===== src/sv/aligned_page_allocator_assert.svh =====
// Assertion macros for the aligned page allocator.
// Used by the top level; expects clk and rst_n in scope.
`ifndef ALIGNED_PAGE_ALLOCATOR_ASSERT_SVH
`define ALIGNED_PAGE_ALLOCATOR_ASSERT_SVH

// Same-cycle implication, disabled during reset.
`define APA_ASSERT_NOW(label, ante, cons) \
    label: assert property (@(posedge clk) disable iff (!rst_n) (ante) |-> (cons)) \
        else $error("aligned page allocator check failed");

// Next-cycle implication, disabled during reset.
`define APA_ASSERT_NEXT(label, ante, cons) \
    label: assert property (@(posedge clk) disable iff (!rst_n) (ante) |=> (cons)) \
        else $error("aligned page allocator check failed");

`endif


===== src/sv/apa_pkg.sv =====
// Shared types and constants of the aligned page allocator.
// No dependencies; used by the controller, the datapath and the top level.
package apa_pkg;

    localparam int OWNER_W     = 6;
    localparam int BYTES_W     = 25;
    localparam int PAGES_CFG_W = 14;
    localparam int CFG_W       = 25;

    localparam logic CFG_PAGES_IN_USE = 1'b0;
    localparam logic CFG_MAX_REQUEST  = 1'b1;

    localparam logic [PAGES_CFG_W-1:0] PAGES_RESET   = 14'd8192;
    localparam logic [BYTES_W-1:0]     MAX_REQ_RESET = 25'd16777216;

    typedef enum logic [3:0] {
        ST_CLEAR,
        ST_IDLE,
        ST_DECODE,
        ST_CAND,
        ST_READ,
        ST_CHECK,
        ST_WRITE,
        ST_FREE,
        ST_DRAIN,
        ST_DONE
    } state_t;

    typedef enum logic [1:0] {
        RES_FAIL,
        RES_OK,
        RES_FREE
    } res_t;

    typedef struct packed {
        logic load;
        logic align_dbl;
        logic cand_init;
        logic p_first;
        logic rd;
        logic page_inc;
        logic skip;
        logic wr_owner;
        logic clear_wr;
        logic sweep_rd;
        logic res_set;
        res_t res_sel;
        logic out_load;
    } cmd_t;

    typedef struct packed {
        logic op_free;
        logic owner_bad;
        logic bad_req;
        logic align_lt;
        logic fits;
        logic page_busy;
        logic at_last;
        logic at_end;
    } status_t;

endpackage


===== src/sv/apa_ctrl.sv =====
// Controller state machine of the aligned page allocator.
// Depends on apa_pkg; sequences apa_datapath through cmd_t.
module apa_ctrl (
    input  logic             clk,
    input  logic             rst_n,
    input  logic             in_valid,
    output logic             in_ready,
    input  logic             out_ready,
    output logic             out_valid,
    input  apa_pkg::status_t st,
    output apa_pkg::cmd_t    cmd
);
    import apa_pkg::*;

    state_t state_reg;
    state_t state_next;
    logic   out_valid_reg;
    logic   out_valid_next;

    always_ff @(posedge clk or negedge rst_n)
    begin
        if (!rst_n)
        begin
            state_reg     <= ST_CLEAR;
            out_valid_reg <= 1'b0;
        end
        else
        begin
            state_reg     <= state_next;
            out_valid_reg <= out_valid_next;
        end
    end

    always_comb
    begin
        state_next = state_reg;
        cmd        = '0;
        cmd.res_sel = RES_FAIL;
        in_ready   = 1'b0;
        unique case (state_reg)
            ST_CLEAR:
            begin
                cmd.clear_wr = 1'b1;
                if (st.at_end)
                    state_next = ST_IDLE;
            end
            ST_IDLE:
            begin
                in_ready = 1'b1;
                if (in_valid)
                begin
                    cmd.load   = 1'b1;
                    state_next = ST_DECODE;
                end
            end
            ST_DECODE:
            begin
                if (st.op_free)
                begin
                    if (st.owner_bad)
                    begin
                        cmd.res_set = 1'b1;
                        cmd.res_sel = RES_FREE;
                        state_next  = ST_DONE;
                    end
                    else
                        state_next = ST_FREE;
                end
                else if (st.bad_req)
                begin
                    cmd.res_set = 1'b1;
                    state_next  = ST_DONE;
                end
                else if (st.align_lt)
                    cmd.align_dbl = 1'b1;
                else
                begin
                    cmd.cand_init = 1'b1;
                    state_next    = ST_CAND;
                end
            end
            ST_CAND:
            begin
                if (st.fits)
                begin
                    cmd.p_first = 1'b1;
                    state_next  = ST_READ;
                end
                else
                begin
                    cmd.res_set = 1'b1;
                    state_next  = ST_DONE;
                end
            end
            ST_READ:
            begin
                cmd.rd     = 1'b1;
                state_next = ST_CHECK;
            end
            ST_CHECK:
            begin
                if (st.page_busy)
                begin
                    cmd.skip   = 1'b1;
                    state_next = ST_CAND;
                end
                else if (st.at_last)
                begin
                    // Every covered page is free: go back and claim them.
                    cmd.p_first = 1'b1;
                    state_next  = ST_WRITE;
                end
                else
                begin
                    cmd.page_inc = 1'b1;
                    state_next   = ST_READ;
                end
            end
            ST_WRITE:
            begin
                cmd.wr_owner = 1'b1;
                if (st.at_last)
                begin
                    cmd.res_set = 1'b1;
                    cmd.res_sel = RES_OK;
                    state_next  = ST_DONE;
                end
                else
                    cmd.page_inc = 1'b1;
            end
            ST_FREE:
            begin
                cmd.sweep_rd = 1'b1;
                if (st.at_end)
                    state_next = ST_DRAIN;
            end
            ST_DRAIN:
            begin
                cmd.res_set = 1'b1;
                cmd.res_sel = RES_FREE;
                state_next  = ST_DONE;
            end
            ST_DONE:
            begin
                if (!out_valid_reg || out_ready)
                begin
                    cmd.out_load = 1'b1;
                    state_next   = ST_IDLE;
                end
            end
            default:
                state_next = ST_IDLE;
        endcase
    end

    always_comb
    begin
        if (cmd.out_load)
            out_valid_next = 1'b1;
        else if (out_ready)
            out_valid_next = 1'b0;
        else
            out_valid_next = out_valid_reg;
    end

    assign out_valid = out_valid_reg;
endmodule


===== config.mk =====
export PLATFORM = sky130hd
export DESIGN_NAME = apa_ctrl
export DESIGN_NICKNAME = d
export VERILOG_FILES = /design/src/sv/aligned_page_allocator_assert.svh /design/src/sv/apa_pkg.sv /design/src/sv/apa_ctrl.sv
export SDC_FILE = /design/constraint.sdc
export NUM_CORES = 1
export LEC_CHECK = 0
export BUFFER_PORTS_ARGS = -buffer_cell sky130_fd_sc_hd__buf_2
export CORE_UTILIZATION = 45
export CTS_CLUSTER_DIAMETER = 200
export DETAILED_ROUTE_END_ITERATION = 8
export PLACE_DENSITY = 0.86
export SYNTH_ARGS = -nofsm -noshare
export SYNTH_HDL_FRONTEND = slang
export SYNTH_SLANG_ARGS = --single-unit

===== constraint.sdc =====
create_clock -name clk -period 1.99 [get_ports clk]
set_input_delay 0.398 -clock clk [delete_from_list [all_inputs] [get_ports clk]]
set_output_delay 0.398 -clock clk [all_outputs]
set_load 0.01 [all_outputs]

==> results.toml, run 1 <==
[worst_hold_path]
hold_class = "in -> reg"

[pwr]
cellLeakagePower_uw = 0.000388
ir_worst_vdd_mv = 0.921
p_per_area_nw_per_um2 = 1290
total_power_uw = 1040

[finish]
finalNetCount = 128
multi_input_area_um2 = 428
fill_cells = 100
area_growth_syn_to_layout_pct = 33.0
final_cell_area_um2 = 802
largest_reg_flops = 4
drive_gt1_share_pct = 37.4
regArea_um2 = 129
diodes = 0

[logic_synthesis]
synth_top_cell_by_area = "dfrtp_1"
syn_inst = 85
synth.most_common_cell = "nor2_1"
synthSimpleGateAreaFrac_pct = 37.3
async_flop_share_pct = 100
synth_top_family_by_area = "simple AND/OR/NAND/NOR gates"
yosysSeqAreaShare_pct = 20.7
synth_cell_types = 33
yosys-top-cells-count = "12 x nor2_1, 5 x dfrtp_1, 5 x inv_1, 5 x nand2_1, 5 x nor2b_1"
synth_xor_area_share_pct = 0
ys_warn_count = 0
synth_compound_area_share_pct = 28.4
synth-edff-count = 0
synthTopCellsByArea = "dfrtp_1 21%, nor2_1 7.5%, o2111ai_1 5.8%, nor2b_1 5.2%, nand2b_1 4.1%"
syn_area_per_cell_um2 = 7.10
ys_ff_latch = 5
synthMuxAreaShare_pct = 3.53
syn_area_um2 = 603
synth-adder-area-share_pct = 0
yosysTopAreaCellShare_pct = 20.7
synth_nets = 97
ys.flop_type = "dfrtp_1"

[drt]
drtPass1Iterations = 4
drtAntennaViolNets = 0
routed_wl_um = 1820
vias = 781
drc = 0
first_iter_violations = 54
vias_per_cell = 6.05
avgRoutedWirePerCell_um = 14.1

[clock_tree]
cts_buffers = 3
clk_latency_ns = 0.24
cts.reportedPaths.clkPinSlew_ns = 0.05
cts_max_path_buffers = 2
post_cts_buffers = 0
clock-sinks = 5
cts_root_buffer = "clkbuf_4"
htree_levels = 1
cts_tree = "yes"

[critical_path]
cp-end-kind = "output pin"
start_kind = "flop"
worst_ep_required_time_ns = 1.59
worst_ep_arrival_time_ns = 1.46
crit_fanout = 13
path_class = "reg -> out"

[global_routing]
grt.overflow.total = 0
track_usage_pct = 28.2
grt_first_pass_wirelength_um = 2900
grt_pass1_vias = 638
antenna_found_initial = 0
grt_max_degree = 16

[timing]
worst_clock_skew_ns = 0.00600
slew_headroom_pct = 80.3
fin_tns_setup_ns = 0
setup_viol = 0
layout_min_cycle_time_ns = 1.86
hold_viol = 0
slew_viol_final = 0
rsz0062_at_grt = "false"
tightestPinTransition_ns = 0.293
fmax_mhz = 538
finalCritPeriodShare_pct = 93.5

[floorplanning]
initial_utilization_pct = 51.5
rows = 12
core_area_um2 = 1170
die_area_um2 = 1490
fp.dieW_um = 38.6
die_y_um = 38.6
io_pins = 28

[placed_design]
placed_area_um2 = 752
hpwl_um = 1400
io_buffer_count = 27
gp_congestion = 1.01

[run_status]
outcome = "completed"

[job]
cap_violations = 0
==> per-layer routing <==
| metal | vias up | part of all wire (%) | track usage, % |
|---|---|---|---|
| met1 | 348 | 39 | 37.8 |
| met4 | 0 | 0.77 | 9.48 |
| met5 | - | 0 | 0 |
| li1 | 378 | - | - |
| met3 | 2 | 9.6 | 5.78 |
| met2 | 53 | 51 | 44.6 |
==> critical path, stage by stage, from the launching register on <==
cell and delay [ns]:
dfrtp_1 0.43, buf_4 0.21, nor2b_2 0.21, nand3_1 0.12, nor2_1 0.11, buf_2 0.14
==> cells in the final DEF, fill, tap and decap left out, types with 2 or more instances in the layout <==
cell type and instances:
nand2b_1 4, nand4_1 2, o21a_1 2, o21ai_0 2
clkbuf_4 3, nor2_1 11, o31ai_1 2, inv_1 5
nor2b_2 3, nand3_1 3, nand2_1 5, dfrtp_2 3
nor4b_1 2, and3_1 2, buf_2 27, buf_4 5
o2111ai_1 4, dfrtp_1 2, nor2b_1 2, nor3_1 4
a21oi_1 3, o311a_1 2, a31oi_1 3
==> layout make-up <==
| class | count | area share, % |
|---|---|---|
| inverter | 5 | 2.34 |
| sequential | 5 | 16.1 |
| multi-input combinational | 68 | 53.4 |
| timing repair buffer | 33 | 22.8 |
| tap | 14 | 2.18 |
| clock buffer | 4 | 3.28 |
==> worst paths after layout <==
path                                    from      endpoint  slack [ns]  depth (start not counted)
worst min-delay path               out_ready     out_valid        0.46                          3
min in group asynchronous              rst_n     out_valid        0.50                          2
worst min register to register  state_reg[3]  state_reg[1]        0.68                          1
worst max register to register  state_reg[1]  state_reg[1]        0.39                          5
max in group asynchronous              rst_n  state_reg[0]        1.35                          2
worst max-delay path            state_reg[1]        cmd[0]        0.13                          5
==> logic make-up (layout without fill, tap and decap cells) <==
| family | Yosys count | after routing |
|---|---|---|
| and+or+nand+nor | 43 | 43 |
| AOI/OAI and AO/OA | 23 | 23 |
| buffers and inverters | 12 | 42 |
| DFF | 5 | 5 |
| muxes | 2 | 2 |
==> through the flow <==
| stage | cells | worst slack [ns] | hold WS (ns) | util, % |
|---|---|---|---|---|
| floorplan | 85 | 0.398 | 0.102 | - |
| global placement | 124 | 0.289 | 0.210 | 64.2 |
| detailed placement | 124 | 0.291 | 0.212 | 64.2 |
| CTS | 129 | 0.0382 | 0.457 | 67.3 |
| global route | 129 | 0.00321 | 0.490 | 68.5 |
| finish | 129 | 0.130 | 0.464 | 68.5 |
==> power breakdown <==
group          total (uW)  internal [uW]  switching (uW)
logic                 683            301             383
registers             235            148            87.5
clock network         117           75.8            41.5
total                1040            524             512
==> repair_timing <==
item / CTS / global route
endpoints found under the hold margin: 5 / 0
endpoints found under the setup margin: 0 / 9
hold buffers: 1 / 0
resized for setup: 0 / 7
Note: power is estimated with default switching activity, not from simulation.
==> run 2, diff against run 1 <==
CORE_UTILIZATION = 25   (was 45)
PLACE_DENSITY = 0.56   (was 0.86)
==> run 2 against run 1 <==
Cell count rose by 13%. Utilization shrank 31 points. Sequential share of layout area fell by 0.74 points. Hold slack gained 0.021 ns. Maximum frequency down 0.74%. Critical endpoint is now cmd[12].
==> results.toml, run 2 (same netlist as run 1, synthesis figures left out) <==
[finish]
area_growth_syn_to_layout_pct = 39.4
final_common_cell = "buf_2"
drive_gt1_share_pct = 37.3
finalNetCount = 131
diodes = 0
final_cell_mix = "27 x buf_2, 12 x nor2_1, 8 x buf_4, 5 x inv_1, 5 x nand2_1"
largest_reg_flops = 4

[floorplanning]
fp.dieW_um = 51.1
core_area_um2 = 2230
die_area_um2 = 2610
die_y_um = 51.1
rows = 17
io_pins = 28
initial_utilization_pct = 27.0

[critical_path]
worstSetupStartpoint = "state_reg[3]"
worst_ep_required_time_ns = 1.59
worst_ep_arrival_time_ns = 1.48
r2r-start = "state_reg[2]"
path_class = "reg -> out"
crit_fanout = 12
cp-end-kind = "output pin"
start_kind = "flop"

[drt]
avgRoutedWirePerCell_um = 12.1
vias_per_cell = 5.34
drtPass1Iterations = 4
first_iter_violations = 16
drtAntennaViolNets = 0
routed_wl_um = 1760
vias = 780
drc = 0

[global_routing]
track_usage_pct = 16.0
grt_max_degree = 13
grt.overflow.total = 0
grt_first_pass_wirelength_um = 3150
grt_pass1_vias = 742
antenna_found_initial = 0

[clock_tree]
cts_max_path_buffers = 2
cts_tree = "yes"
cts_buffers = 3
clock-sinks = 5
clk_latency_ns = 0.23
cts.reportedPaths.clkPinSlew_ns = 0.04
cts_root_buffer = "clkbuf_4"
htree_levels = 1

[timing]
slew_viol_final = 0
worst_clock_skew_ns = 0.000414
tightestPinTransition_ns = 0.319
fmax_mhz = 534
fin_tns_setup_ns = 0
hold_viol = 0
slew_headroom_pct = 78.7
finalCritPeriodShare_pct = 94.2
layout_min_cycle_time_ns = 1.87
rsz0062_at_grt = "true"
setup_viol = 0

[worst_hold_path]
min_from = "out_ready"
hold_class = "in -> reg"

[pwr]
total_power_uw = 1050
p_per_area_nw_per_um2 = 1250
ir_worst_vdd_mv = 0.570
cellLeakagePower_uw = 0.000402

[placed_design]
hpwl_um = 1460
io_buffer_count = 27
gp_congestion = 0.911

[run_status]
outcome = "completed"

[job]
cap_violations = 0
==> run 2: cell types whose count changed in the layout (fill, tap and decap cells not counted) <==
cell	before	now
nor4b_1	2	1
nor2_1	11	12
buf_4	5	8
nor2b_1	2	4
nor2_2	1	0
nor4b_2	0	1
nor2b_2	3	1
==> run 2: layout make-up <==
class	count	area (um^2)
repair buffers	36	205
inverters	5	18.8
clock buffers	4	26.3
fillers	253	1390
flip-flops and latches	5	129
well taps	28	35.0
multi-input cells	68	427
==> run 2: stage by stage <==
stage,area (um^2),instances,util (%),hold slack [ns],worst slack (ns)
2_1_floorplan,603,85,-,0.102,0.398
3_3_place_gp,777,139,34.8,0.215,0.236
3_5_place_dp,777,139,34.8,0.214,0.238
4_1_cts,816,144,36.5,0.484,0.0342
5_1_grt,841,146,37.6,0.497,-0.0349
6_report,841,146,37.6,0.484,0.116
==> run 2: timing repair <==
item,CTS,global route
setup endpoints to repair,1,6
setup buffers,0,2
hold endpoints to repair,5,0
resized for setup,1,4
hold buffers,1,0
==> run 2: path summary, 6_finish.rpt <==
| path | to | slack [ns] | cells after the start |
|---|---|---|---|
| min reg2reg | state_reg[1] | 0.69 | 1 |
| max reg2reg | state_reg[0] | 0.41 | 4 |
| min | out_valid | 0.48 | 3 |
| min in group asynchronous | state_reg[3] | 0.50 | 2 |
| max | cmd[12] | 0.12 | 4 |
| max in group asynchronous | state_reg[2] | 1.35 | 2 |
==> run 2: per-layer routing <==
layer,vias up,GRT usage (%),routed length [um]
li1,382,-,-
met1,363,19.8,796
met2,31,25.4,847
met3,4,4.17,87
met4,0,7.41,29
met5,-,0,0
==> run 2: worst max-delay path: stages (launching register included) <==
cell and delay [ns]:
dfrtp_1 0.48, nor2_1 0.30, nand4_1 0.24, inv_1 0.09, buf_2 0.12
==> run 2: report_power, final <==
part	leakage (uW)	internal (uW)	switching (uW)	total [uW]
Combinational	0.000326	328	377	705
Clock	0.0000150	75.5	37.0	113
Sequential	0.0000604	148	81.5	230
